`src/rtl/core/wps_pkg.sv`:
```
// ----------------------------------------------------------------------------
// Window price statistics package
// Shared widths, register indexes and the window summary record.
// ----------------------------------------------------------------------------
package wps_pkg;

  localparam int unsigned PriceW = 24;
  localparam int unsigned CntW   = 17;
  localparam int unsigned SumW   = 40;
  localparam int unsigned SqW    = 64;
  localparam int unsigned VolW   = 16;
  localparam int unsigned CfgIdxW = 3;
  localparam int unsigned CfgW   = 24;

  // Configuration register indexes.
  localparam logic [CfgIdxW-1:0] RegMinCount = 3'd0;
  localparam logic [CfgIdxW-1:0] RegDefMean  = 3'd1;
  localparam logic [CfgIdxW-1:0] RegDefHigh  = 3'd2;
  localparam logic [CfgIdxW-1:0] RegDefLow   = 3'd3;
  localparam logic [CfgIdxW-1:0] RegDefVol   = 3'd4;

  // Closed window totals passed from the accumulator to the finisher.
  typedef struct packed {
    logic [CntW-1:0]   count;
    logic [SumW-1:0]   sum;
    logic [SqW-1:0]    sq_sum;
    logic [PriceW-1:0] high;
    logic [PriceW-1:0] low;
  } win_rec_t;

endpackage

```
`src/rtl/core/wps_accum.sv`:
```
// ----------------------------------------------------------------------------
// Window accumulator
// Takes one sample per cycle while the queue has room, keeps the window totals and
// hands them on through a two-entry queue when the window closes.
// ----------------------------------------------------------------------------
module wps_accum import wps_pkg::*; #(
  parameter int unsigned MAX_SAMPLES = 65536
) (
  input  logic              clk_i,
  input  logic              rst_ni,
  input  logic              in_valid_i,
  output logic              in_ready_o,
  input  logic signed [PriceW:0] price_i,
  input  logic              last_i,
  output logic              rec_valid_o,
  input  logic              rec_ready_i,
  output win_rec_t          rec_o
);

  logic [CntW-1:0]   cnt_q;
  logic [SumW-1:0]   sum_q;
  logic [SqW-1:0]    sq_q;
  logic [PriceW-1:0] hi_q, lo_q;
  win_rec_t          fifo_q [2];
  logic              wp_q, rp_q;
  logic [1:0]        fill_q;

  logic              take, push, pop, good;
  logic [PriceW-1:0] p;
  logic [2*PriceW-1:0] sq;
  win_rec_t          nrec;

  assign in_ready_o  = (fill_q != 2'd2);
  assign take        = in_valid_i && in_ready_o;
  assign p           = price_i[PriceW-1:0];
  assign good        = !price_i[PriceW] && (p != '0) &&
                       ({15'd0, cnt_q} < 32'(MAX_SAMPLES));
  assign sq          = p * p;
  assign push        = take && last_i;
  assign rec_valid_o = (fill_q != 2'd0);
  assign pop         = rec_valid_o && rec_ready_i;
  assign rec_o       = fifo_q[rp_q];

  // Totals including the current sample if it is positive and within MAX_SAMPLES.
  always_comb begin
    nrec.count  = cnt_q;
    nrec.sum    = sum_q;
    nrec.sq_sum = sq_q;
    nrec.high   = hi_q;
    nrec.low    = lo_q;
    if (good) begin
      nrec.count  = cnt_q + 1'b1;
      nrec.sum    = sum_q + SumW'(p);
      nrec.sq_sum = sq_q + SqW'(sq);
      if (p > hi_q) nrec.high = p;
      if (p < lo_q) nrec.low = p;
    end
  end

  // Accumulators clear as a window closes.
  always_ff @(posedge clk_i or negedge rst_ni) begin
    if (!rst_ni) begin
      cnt_q <= '0;
      sum_q <= '0;
      sq_q  <= '0;
      hi_q  <= '0;
      lo_q  <= '1;
    end else if (take) begin
      if (last_i) begin
        cnt_q <= '0;
        sum_q <= '0;
        sq_q  <= '0;
        hi_q  <= '0;
        lo_q  <= '1;
      end else begin
        cnt_q <= nrec.count;
        sum_q <= nrec.sum;
        sq_q  <= nrec.sq_sum;
        hi_q  <= nrec.high;
        lo_q  <= nrec.low;
      end
    end
  end

  // Queue pointers.
  always_ff @(posedge clk_i or negedge rst_ni) begin
    if (!rst_ni) begin
      wp_q   <= 1'b0;
      rp_q   <= 1'b0;
      fill_q <= '0;
    end else begin
      if (push) wp_q <= ~wp_q;
      if (pop) rp_q <= ~rp_q;
      fill_q <= fill_q + {1'b0, push} - {1'b0, pop};
    end
  end

  always_ff @(posedge clk_i) begin
    if (push) fifo_q[wp_q] <= nrec;
  end

endmodule

```
`src/rtl/core/wps_finish.sv`:
```
// ----------------------------------------------------------------------------
// Window finisher
// Turns closed window totals into the summary: restoring divides, an
// integer square root and a saturating volatility scale, one bit a cycle.
// ----------------------------------------------------------------------------
module wps_finish import wps_pkg::*; (
  input  logic              clk_i,
  input  logic              rst_ni,
  input  logic              rec_valid_i,
  output logic              rec_ready_o,
  input  win_rec_t          rec_i,
  input  logic [CntW-1:0]   min_count_i,
  input  logic [PriceW-1:0] def_mean_i,
  input  logic [PriceW-1:0] def_high_i,
  input  logic [PriceW-1:0] def_low_i,
  input  logic [VolW-1:0]   def_vol_i,
  output logic              out_valid_o,
  input  logic              out_ready_i,
  output logic              out_ok_o,
  output logic [8*11-1:0]   out_data_o
);

  typedef enum logic [2:0] {
    S_IDLE, S_DIVM, S_DIVQ, S_SQ, S_ROOT, S_VOL, S_DONE
  } state_e;

  state_e            state_q;
  logic [6:0]        step_q;
  logic [CntW-1:0]   cnt_q;
  logic [SqW-1:0]    sq_sum_q;
  logic [SqW-1:0]    quo_q;
  logic [SqW:0]      rem_q;
  logic [PriceW-1:0] mean_q;
  logic [SqW-1:0]    var_q;
  logic [31:0]       root_q;
  logic              ok_q;
  logic [VolW-1:0]   vol_q;
  logic [PriceW-1:0] omean_q, ohi_q, olo_q;

  logic [SqW:0]        rsh;
  logic [SqW:0]        dvs;
  logic [SqW:0]        rnext;
  logic                qbit;
  logic [SqW-1:0]      qnext;
  logic [2*PriceW-1:0] msq_sq;
  logic [33:0]         rtrial;
  logic [SqW-1:0]      rrem;
  logic [SqW-1:0]      rrem_next;
  logic                rbit;
  logic [31:0]         root_next;
  logic [SqW-1:0]      root_ext;

  assign rec_ready_o = (state_q == S_IDLE);
  assign out_valid_o = (state_q == S_DONE);
  assign msq_sq      = mean_q * mean_q;

  // One restoring divide step; the dividend bit comes from the top of quo.
  assign dvs   = (state_q == S_VOL) ? (SqW+1)'(mean_q) : (SqW+1)'(cnt_q);
  assign rsh   = {rem_q[SqW-1:0], quo_q[SqW-1]};
  assign qbit  = (rsh >= dvs);
  assign rnext = qbit ? (rsh - dvs) : rsh;
  assign qnext = {quo_q[SqW-2:0], qbit};

  // Square root step over two bits of the radicand held in var_q.
  assign rtrial    = {root_q, 2'b01};
  assign rrem      = {rem_q[SqW-3:0], var_q[SqW-1:SqW-2]};
  assign rbit      = (rrem >= SqW'(rtrial));
  assign rrem_next = rbit ? (rrem - SqW'(rtrial)) : rrem;
  assign root_next = {root_q[30:0], rbit};
  assign root_ext  = SqW'(root_next);

  always_ff @(posedge clk_i or negedge rst_ni) begin
    if (!rst_ni) begin
      state_q  <= S_IDLE;
      step_q   <= '0;
      cnt_q    <= '0;
      sq_sum_q <= '0;
      quo_q    <= '0;
      rem_q    <= '0;
      mean_q   <= '0;
      var_q    <= '0;
      root_q   <= '0;
      ok_q     <= 1'b0;
      vol_q    <= '0;
      omean_q  <= '0;
      ohi_q    <= '0;
      olo_q    <= '0;
    end else begin
      unique case (state_q)
        S_IDLE: if (rec_valid_i) begin
          cnt_q    <= rec_i.count;
          sq_sum_q <= rec_i.sq_sum;
          if (rec_i.count != '0 && rec_i.count >= min_count_i) begin
            ok_q    <= 1'b1;
            ohi_q   <= rec_i.high;
            olo_q   <= rec_i.low;
            quo_q   <= {rec_i.sum, {(SqW-SumW){1'b0}}};
            rem_q   <= '0;
            step_q  <= 7'd40;
            state_q <= S_DIVM;
          end else begin
            ok_q    <= 1'b0;
            omean_q <= def_mean_i;
            ohi_q   <= def_high_i;
            olo_q   <= def_low_i;
            vol_q   <= def_vol_i;
            state_q <= S_DONE;
          end
        end
        S_DIVM, S_DIVQ, S_VOL: begin
          if (step_q != 7'd1) begin
            rem_q  <= rnext;
            quo_q  <= qnext;
            step_q <= step_q - 1'b1;
          end else if (state_q == S_DIVM) begin
            // The mean is done; start on the mean of squares.
            mean_q  <= qnext[PriceW-1:0];
            quo_q   <= sq_sum_q;
            rem_q   <= '0;
            step_q  <= 7'd64;
            state_q <= S_DIVQ;
          end else if (state_q == S_DIVQ) begin
            quo_q   <= qnext;
            state_q <= S_SQ;
          end else begin
            vol_q   <= (qnext[SqW-1:VolW] != '0) ? '1 : qnext[VolW-1:0];
            state_q <= S_DONE;
          end
        end
        S_SQ: begin
          omean_q <= mean_q;
          if (quo_q > SqW'(msq_sq) && mean_q != '0) begin
            var_q   <= quo_q - SqW'(msq_sq);
            root_q  <= '0;
            rem_q   <= '0;
            step_q  <= 7'd32;
            state_q <= S_ROOT;
          end else begin
            vol_q   <= '0;
            state_q <= S_DONE;
          end
        end
        S_ROOT: begin
          if (step_q != 7'd1) begin
            var_q  <= {var_q[SqW-3:0], 2'b00};
            rem_q  <= {1'b0, rrem_next};
            root_q <= root_next;
            step_q <= step_q - 1'b1;
          end else begin
            // Load the volatility dividend: root times 25600 (2^14 + 2^13 + 2^10).
            quo_q   <= (root_ext << 14) + (root_ext << 13) + (root_ext << 10);
            rem_q   <= '0;
            step_q  <= 7'd64;
            state_q <= S_VOL;
          end
        end
        S_DONE: if (out_ready_i) begin
          state_q <= S_IDLE;
        end
        default: state_q <= S_IDLE;
      endcase
    end
  end

  assign out_ok_o   = ok_q;
  assign out_data_o = {vol_q, olo_q, ohi_q, omean_q};

endmodule

```
`src/rtl/core/window_price_statistics.sv`:
```
// Result path: the last sample of a window passes the window queue, then the mean and
// mean-of-squares divides, the root steps and the volatility scale; root and scale are
// skipped when the variance is not positive, and all are skipped when defaults apply.
// Throughput: one sample per cycle while the two-entry window queue has room; the
// finisher takes one window at a time, and input stalls when the queue is full.
// Reset (rst_ni low, asynchronous) clears the totals, the queue and loads the defaults.
// ----------------------------------------------------------------------------
// Window price statistics top level
// Sample accumulator, window queue and statistics finisher.
// ----------------------------------------------------------------------------
module window_price_statistics import wps_pkg::*; #(
  parameter int unsigned MAX_SAMPLES = 65536
) (
  input  logic               clk_i,
  input  logic               rst_ni,
  input  logic               s_axis_tvalid,
  output logic               s_axis_tready,
  input  logic [31:0]        s_axis_tdata,   // price[24:0]
  input  logic               s_axis_tlast,   // window_end
  output logic               m_axis_tvalid,
  input  logic               m_axis_tready,
  output logic [87:0]        m_axis_tdata,   // mean, high, low, volatility
  output logic               m_axis_tuser,   // ok
  input  logic               cfg_we_i,
  input  logic [CfgIdxW-1:0] cfg_idx_i,
  input  logic [CfgW-1:0]    cfg_data_i
);

  logic [CntW-1:0]   min_cnt_q;
  logic [PriceW-1:0] def_mean_q, def_high_q, def_low_q;
  logic [VolW-1:0]   def_vol_q;
  logic              rv, rr;
  win_rec_t          rec;

  // Configuration registers.
  always_ff @(posedge clk_i or negedge rst_ni) begin
    if (!rst_ni) begin
      min_cnt_q  <= 17'd60;
      def_mean_q <= 24'd7500000;
      def_high_q <= 24'd8200000;
      def_low_q  <= 24'd6800000;
      def_vol_q  <= 16'd640;
    end else if (cfg_we_i) begin
      unique case (cfg_idx_i)
        RegMinCount: min_cnt_q  <= cfg_data_i[CntW-1:0];
        RegDefMean:  def_mean_q <= cfg_data_i;
        RegDefHigh:  def_high_q <= cfg_data_i;
        RegDefLow:   def_low_q  <= cfg_data_i;
        RegDefVol:   def_vol_q  <= cfg_data_i[VolW-1:0];
        default: ;
      endcase
    end
  end

  wps_accum #(.MAX_SAMPLES(MAX_SAMPLES)) u_accum (
    .clk_i, .rst_ni,
    .in_valid_i(s_axis_tvalid), .in_ready_o(s_axis_tready),
    .price_i(s_axis_tdata[PriceW:0]), .last_i(s_axis_tlast),
    .rec_valid_o(rv), .rec_ready_i(rr), .rec_o(rec)
  );

  wps_finish u_finish (
    .clk_i, .rst_ni,
    .rec_valid_i(rv), .rec_ready_o(rr), .rec_i(rec),
    .min_count_i(min_cnt_q), .def_mean_i(def_mean_q), .def_high_i(def_high_q),
    .def_low_i(def_low_q), .def_vol_i(def_vol_q),
    .out_valid_o(m_axis_tvalid), .out_ready_i(m_axis_tready),
    .out_ok_o(m_axis_tuser), .out_data_o(m_axis_tdata)
  );

endmodule

```
`config.mk`:
```
export PLATFORM = sky130hd
export DESIGN_NAME = window_price_statistics
export DESIGN_NICKNAME = d
export VERILOG_FILES = /design/src/rtl/core/wps_pkg.sv /design/src/rtl/core/wps_accum.sv /design/src/rtl/core/wps_finish.sv /design/src/rtl/core/window_price_statistics.sv
export SDC_FILE = /design/constraint.sdc
export NUM_CORES = 2
export LEC_CHECK = 0
export BUFFER_PORTS_ARGS = -buffer_cell sky130_fd_sc_hd__buf_4
export CORE_ASPECT_RATIO = 1.5
export CORE_MARGIN = 5
export CORE_UTILIZATION = 60
export CTS_CLUSTER_DIAMETER = 50
export DETAILED_ROUTE_END_ITERATION = 10
export PLACE_DENSITY = 0.77
export SYNTH_ARGS = -nofsm -noshare
export SYNTH_HDL_FRONTEND = slang
export SYNTH_HIERARCHICAL = 1
export SYNTH_SLANG_ARGS = --single-unit
```
`constraint.sdc`:
```
create_clock -name clk_i -period 10.7 [get_ports clk_i]
set_input_delay 3.21 -clock clk_i [delete_from_list [all_inputs] [get_ports clk_i]]
set_output_delay 3.21 -clock clk_i [all_outputs]
set_load 0.01 [all_outputs]
```
Yosys cells after proc, flatten, opt, wreduce, memory -nomap -nowiden
Memory sizes are Yosys's and may differ from the RTL's. Cells that the tools add are included.

Register bits after elaboration: 706. Bits in latches: 0. Memory bits (writable): 338. ROM bits: 0. Input bits: 65. Logic and storage cells: 173. Memories kept: 1.

Add/sub/neg operators: 11. $mul: 2. Divide/modulo/power cells: 0. Order comparisons: 7. Equal/unequal tests: 25. Shift operators: 0. Mux-type cells: 63. Bitwise operators: 3. Reduce and logical (&&, ||, !) cells: 34.

Memory list: u_accum.fifo_q (depth 2, bits a word 169, read ports 1, clocked after memory_dff 0, wr ports 1, RTL line wps_accum.sv:24) `win_rec_t fifo_q [2];`.

Operators by type and width (count): two-way mux 64 bit (17); one-hot mux 64 bit (4 select lines) (1); two-way mux 24 bit (9); one-hot mux 64 bit (3 select lines) (1); two-way mux 169 bit (1); one-hot mux 64 bit (2 select lines) (1); two-way mux 16 bit (7); multiplier 24 x 24 -> 48 bit (2); greater-or-equal comparator 65 x 24 -> 1 bit (1); adder 64 x 42 -> 64 bit (1); adder 64 x 48 -> 64 bit (1); greater-or-equal comparator 64 x 34 -> 1 bit (1); greater-than comparator 64 x 48 -> 1 bit (1); two-way mux 32 bit (2); one-hot mux 32 bit (2 select lines) (1); subtractor 64 x 24 -> 64 bit (1); subtractor 64 x 34 -> 64 bit (1); subtractor 64 x 48 -> 64 bit (1); one-hot mux 16 bit (3 select lines) (1); one-hot mux 24 bit (2 select lines) (1); nonzero test 24 bit (2); nonzero test 48 bit (1); adder 46 x 45 -> 47 bit (1); two-way mux 7 bit (6); 38 further kinds (83).

Depth between registers and ports, before layout
Depth in word-level cells: 8. Mapped depth: 41. Gate-level depth less buffers: 36.

Modules after synthesis
The synthesis kept the hierarchy.

By module, submodules not included: wps_finish (times used 1, cells an instance 5438, area each 47058.9 um^2); wps_accum (times used 1, cells an instance 4002, area each 42487.0 um^2); window_price_statistics (times used 1, cells an instance 226, area each 3992.6 um^2).

Worst setup path after synthesis
OpenSTA, ideal clock, no wires.

Kind: input to register. Start: input port s_axis_tlast. End: memory u_accum/fifo_q[0][0] (netlist name), enable pin. Setup time: 701 ps. Arrival time: 10933 ps. Data required time: 9999 ps. Setup slack: -934 ps. Stages on the path: 4. Path buffers: 2. Cell sequence: clkbuf_1 -> clkbuf_1 -> nand2_1 -> nor2_1.

Word-level cells in the longest chain between the ends: 3.

Ends and longest elaborated chain: start: declaration (RTL line window_price_statistics.sv:19) `input logic s_axis_tlast,`; logical AND 1 bit (RTL line wps_accum.sv:39) `assign push = take && last_i;`; two-way mux 1 bit (RTL line wps_accum.sv:99) `if (push) fifo_q[wp_q] <= nrec;`; two-way mux 1 bit (implied by the code) (RTL line wps_accum.sv:99); end: declaration (RTL line wps_accum.sv:24).

No other way between the ends.

Worst setup path in the final report
Start: register u_finish.mean_q[13]. End: register u_finish.rem_q[47].

Word-level cells in the longest chain between the ends: 5.

Ends and longest elaborated chain: start: declaration (RTL line wps_finish.sv:33) `logic [PriceW-1:0] mean_q;`; start signal: assignment (RTL line wps_finish.sv:117) `mean_q <= qnext[PriceW-1:0];`; multiplier 24 x 24 -> 48 bit or two-way mux 24 bit (tied branches) (RTL line wps_finish.sv:55, wps_finish.sv:58); greater-than comparator 64 x 48 -> 1 bit, or another cell as far along (RTL line wps_finish.sv:132) `if (quo_q > SqW'(msq_sq) && mean_q != '0) begin`; logical AND 1 bit or two-way mux 64 bit (tied branches) (RTL line wps_finish.sv:132, wps_finish.sv:61); inequality test 2 x 1 -> 1 bit (no source line) or two-way mux 64 bit (tied branches); AND reduction 5 bit (no source line) or one-hot mux 64 bit (4 select lines) (tied branches); end signal: assignment (RTL line wps_finish.sv:112) `rem_q <= rnext;`; end signal: assignment (RTL line wps_finish.sv:146) `rem_q <= {1'b0, rrem_next};`; end: declaration (RTL line wps_finish.sv:32) `logic [SqW:0] rem_q;`.

Parallel ways exist; a longest one is shown, timed or not. A chain may end at the register's enable or synchronous reset.

==> parameters.txt <==
Parameter                              Value

Status
  Status ... completed

Final layout
  Layout cells sized above 1 ... a little over an eighth
  Fin util ... between 60 and 70%
  Commonest non-fill, non-tap cell in the layout ... sky130_fd_sc_hd__inv_1
  FILL cells ... 12,000
  Final nets ... approximately 11,000
  Area growth, synth to finish ... 9.95%
  Total area of sequential cells ... 27,900 sq um
  Commonest cells after routing, fill and taps aside ... sky130_fd_sc_hd__inv_1 (1,453), sky130_fd_sc_hd__nand2_1 (1,095), sky130_fd_sc_hd__fa_1 (933)
  Area of the multi-input gates ... around 58,000 sq um

Global route
  Via count of the first global-routing pass ... 76,700
  Global Route met2 Usage ... 57.6%
  Gr ovfl total ... 0
  Routing usage on met1 ... 38.8%
  Pin count of the biggest net entering global routing ... 156
  Met3 usage ... 4.89%
  Wire length of the first global-routing pass ... 432,000 um
  Busiest metal layer after global routing ... met2
  Antenna violations before repair ... 12
  GRT Resource Usage Total ... 33.7%

Clock network
  Clock buffer count from CTS ... 114
  Clock transition at path regs ... 0.07 ns
  Clock tree from TritonCTS ... built
  Sinks on the clock net ... about 1,000
  CTS Root Cell ... sky130_fd_sc_hd__clkbuf_16
  Deepest clock path buffer count ... 3
  Hold buffers post-CTS ... 0
  Worst skew pair latency ... 0.81 ns
  H-Tree Depth ... 3

STA
  Worst Max-Slew Pin Slew ... about 1.3 ns
  Max-slew violation count ... 0
  Setup repair after global routing missed its margin ... false
  Highest achievable clock rate ... 96.0 MHz
  Post-layout min period ... approximately 10 ns
  Number of hold violations in the final report ... 0
  Relative slew margins ... 13.5%
  Final clock skew ... 0.107 ns
  Final cycle utilization of the critical path ... 97.3%
  Setup-failing EPs final ... 0
  Smallest hold slack ... just under 0.5 ns

Synthesis
  Xor and xnor fraction of the mapped netlist area ... 3.38%
  Nets in the synthesized netlist ... 11,300
  Ys flop type ... sky130_fd_sc_hd__dfrtp_1
  Syn avg cell area ... 9.68 sq um
  Async set-or-reset flop fraction in the synthesized netlist ... 67.6%
  Adder and majority gate portion of the synthesized area ... 27.9%
  Gate Count Post-Synth ... 9,666
  Combinational family with the most area after synthesis ... adder cells
  Post-synthesis register bit count ... 1,044
  Post-Synth Simple-Gate Area ... 12.0%
  Synth cell types ... 106
  Ys Warns ... 6
  Fraction of the yosys area taken by sequential cells ... slightly below 30%
  Netlist area before placement ... a little over 90,000 sq um
  Synthesized-area fraction occupied by ao, oa, aoi and oai cells ... between 10% and 20%
  Share of cell area taken by muxes after synthesis ... between 5 and 6%
  Number of flops mapped to enable cells by yosys ... 338

Floorplanning
  IO Count ... roughly 160
  Area of the die ... 164,000 sq um
  Die Width ... 332 um
  Height of the die ... 494 um
  FP Rows ... around 180
  Area of the placeable core ... 155,000 sq um
  Initial Util ... 60.3%

Power
  Cell area power density ... roughly 320 nW/um^2
  Peak supply drop ... 0.000983 V
  Leakage power ... 50.3 nW

Worst hold path
  Hold/Removal Path Class ... register to register
  Worst hold path depth ... 2
  Worst hold path startpoint ... u_finish/root_q[31]
  Worst-case hold path end point ... u_finish/root_q[31]

Setup path
  Count of cells along the worst register-to-register path ... 35
  Worst flop-to-flop path endpoint ... u_finish/rem_q[47]
  Startpoint-to-endpoint class of the critical path ... register to register
  Reg-to-reg critical path startpoint ... u_finish/mean_q[13]
  Capturing element type of the critical path ... register
  Cell type of the slowest stage on the worst timing path ... sky130_fd_sc_hd__dfrtp_1
  Signal arrival time at the worst endpoint ... 11.00 ns
  CP max FO ... 30
  Crit path largest cell delay ... 0.68 ns
  Reg-to-reg slack, setup ... 0.29 ns
  Most used cell along the critical path ... sky130_fd_sc_hd__fa_1
  Required @ worst endpoint ... 11.29 ns
  Crit start category ... register

Drt
  Routed wire length ... 278,000 um
  Number of vias per cell ... 6.07
  Wire per inst ... 23.2 um
  Number of nets with antenna violations after detailed routing ... 0
  Drt first-iter violations ... 6,040
  Number of vias after detailed routing ... about 73,000
  DRC violation count after routing ... 0
  Number of detailed-routing iterations run before antenna repair ... 8

Job
  Count of maximum capacitance violations ... 0

Placed design
  Post-DP HPWL ... 215,000 um
  Final GP Congestion ... 1.07
  Number of port buffers ... approximately 150
-- cell families (layout without fill, tap and decap cells) --
| group | Yosys count | in the layout |
|---|---|---|
| other | 0 | 6 |
| XOR/XNOR | 361 | 361 |
| adder cells (fa/ha/maj) | 1529 | 1529 |
| multiplexers | 496 | 496 |
| flip-flops | 1044 | 1044 |
| AO/OA/AOI/OAI | 1881 | 1881 |
| AND/OR/NAND/NOR | 2388 | 2388 |
| buffers and inverters | 1967 | 2239 |
-- worst max-delay path: cells and delay by family, from the launching register on --
family / cells / cell delay [ns]
flip-flops: 1 / 0.68
buffers and inverters: 9 / 1.21
AND/OR/NAND/NOR: 6 / 0.84
AO/OA/AOI/OAI: 10 / 2.90
adder cells (fa/ha/maj): 9 / 4.38
XOR/XNOR: 1 / 0.19
-- how the worst max path moves through the flow --
| stage | start | to | cells after the start | slack, ns |
|---|---|---|---|---|
| floorplan | s_axis_tdata[6] | u_accum/sq_q[61] | 27 | 0.50 |
| global placement | s_axis_tdata[11] | u_accum/sq_q[54] | 25 | -0.11 |
| detailed placement | s_axis_tdata[11] | u_accum/sq_q[54] | 25 | -0.15 |
| CTS | u_finish/mean_q[14] | u_finish/var_q[56] | 38 | 0.09 |
| global route | u_finish/mean_q[7] | u_finish/vol_q[8] | 35 | 0.03 |
| finish | u_finish/mean_q[13] | u_finish/rem_q[47] | 35 | 0.29 |
-- per-stage QoR --
stage / TNS, ns / power (mW) / cells / cell area (sq um) / worst slack [ns]
2_1_floorplan: 0 / 20.1 / 9666 / 93500 / 0.502
3_3_place_gp: -0.893 / 27.7 / 11800 / 98600 / -0.107
3_5_place_dp: -1.72 / 28.1 / 11800 / 98600 / -0.149
4_1_cts: 0 / 32.5 / 12000 / 103000 / 0.0868
5_1_grt: 0 / 35.4 / 12000 / 103000 / 0.0294
6_report: 0 / 32.6 / 12000 / 103000 / 0.286
-- final cells by class --
class | count | area share (%)
Antenna cell | 6 | 0.0146
Sequential cell | 1044 | 27.1
Clock buffer | 141 | 2.98
Timing Repair Buffer | 567 | 4.35
Tap cell | 2058 | 2.50
Clock inverter | 75 | 0.985
Multi-Input combinational cell | 6655 | 56.7
Inverter | 1456 | 5.31
-- cell usage after synthesis (153+ instances only) --
library cell / number / area share (%)
sky130_fd_sc_hd__nand2_1: 1097 / 4.4
sky130_fd_sc_hd__fa_1: 933 / 20
sky130_fd_sc_hd__a21oi_1: 496 / 2.7
sky130_fd_sc_hd__dfrtp_1: 645 / 17
sky130_fd_sc_hd__and2_1: 250 / 1.7
sky130_fd_sc_hd__xnor2_1: 208 / 1.9
sky130_fd_sc_hd__a21o_1: 159 / 1.3
sky130_fd_sc_hd__ha_1: 596 / 8.0
sky130_fd_sc_hd__xor2_1: 153 / 1.4
sky130_fd_sc_hd__inv_1: 1453 / 5.8
sky130_fd_sc_hd__mux2_2: 375 / 4.5
sky130_fd_sc_hd__clkbuf_1: 413 / 1.7
sky130_fd_sc_hd__edfxtp_1: 338 / 11
sky130_fd_sc_hd__o21ai_0: 453 / 2.4
sky130_fd_sc_hd__nor2_1: 385 / 1.5
-- sequential cells by signal, summed over array words and instances (netlist names), 16 cells and up --
| signal | count |
|---|---|
| def_high_q | 24 |
| u_finish/olo_q | 24 |
| u_finish/cnt_q | 17 |
| u_accum/sum_q | 40 |
| def_vol_q | 16 |
| u_accum/fifo_q | 338 |
| u_finish/ohi_q | 24 |
| u_accum/cnt_q | 17 |
| u_finish/rem_q | 64 |
| u_finish/root_q | 32 |
| u_finish/var_q | 64 |
| u_finish/sq_sum_q | 64 |
| u_finish/vol_q | 16 |
| u_finish/mean_q | 24 |
| def_low_q | 24 |
| min_cnt_q | 17 |
| u_accum/hi_q | 24 |
| def_mean_q | 24 |
| u_accum/sq_q | 64 |
| u_finish/quo_q | 64 |
| u_finish/omean_q | 24 |
| u_accum/lo_q | 24 |
-- per-layer routing --
layer | vias up | share of wire (%) | wire, um
met4 | 2 | 9.1 | 25400
met5 | - | 0.0014 | 4
li1 | 32700 | - | -
met2 | 2964 | 49 | 136000
met1 | 36200 | 36 | 98800
met3 | 973 | 6.3 | 17400
-- what timing repair did --
action	in CTS	in global routing
setup endpoints to repair	1	172
pin swaps	0	2
gates resized for setup	1	18
setup buffers	0	5
-- where the power goes --
| group | internal [mW] | switching (mW) | leakage (nW) |
|---|---|---|---|
| Clock | 2.36 | 1.82 | 1.95 |
| Sequential | 5.57 | 0.324 | 12.5 |
| Combinational | 9.42 | 13.1 | 35.8 |
(Power assumes the default switching activity.)
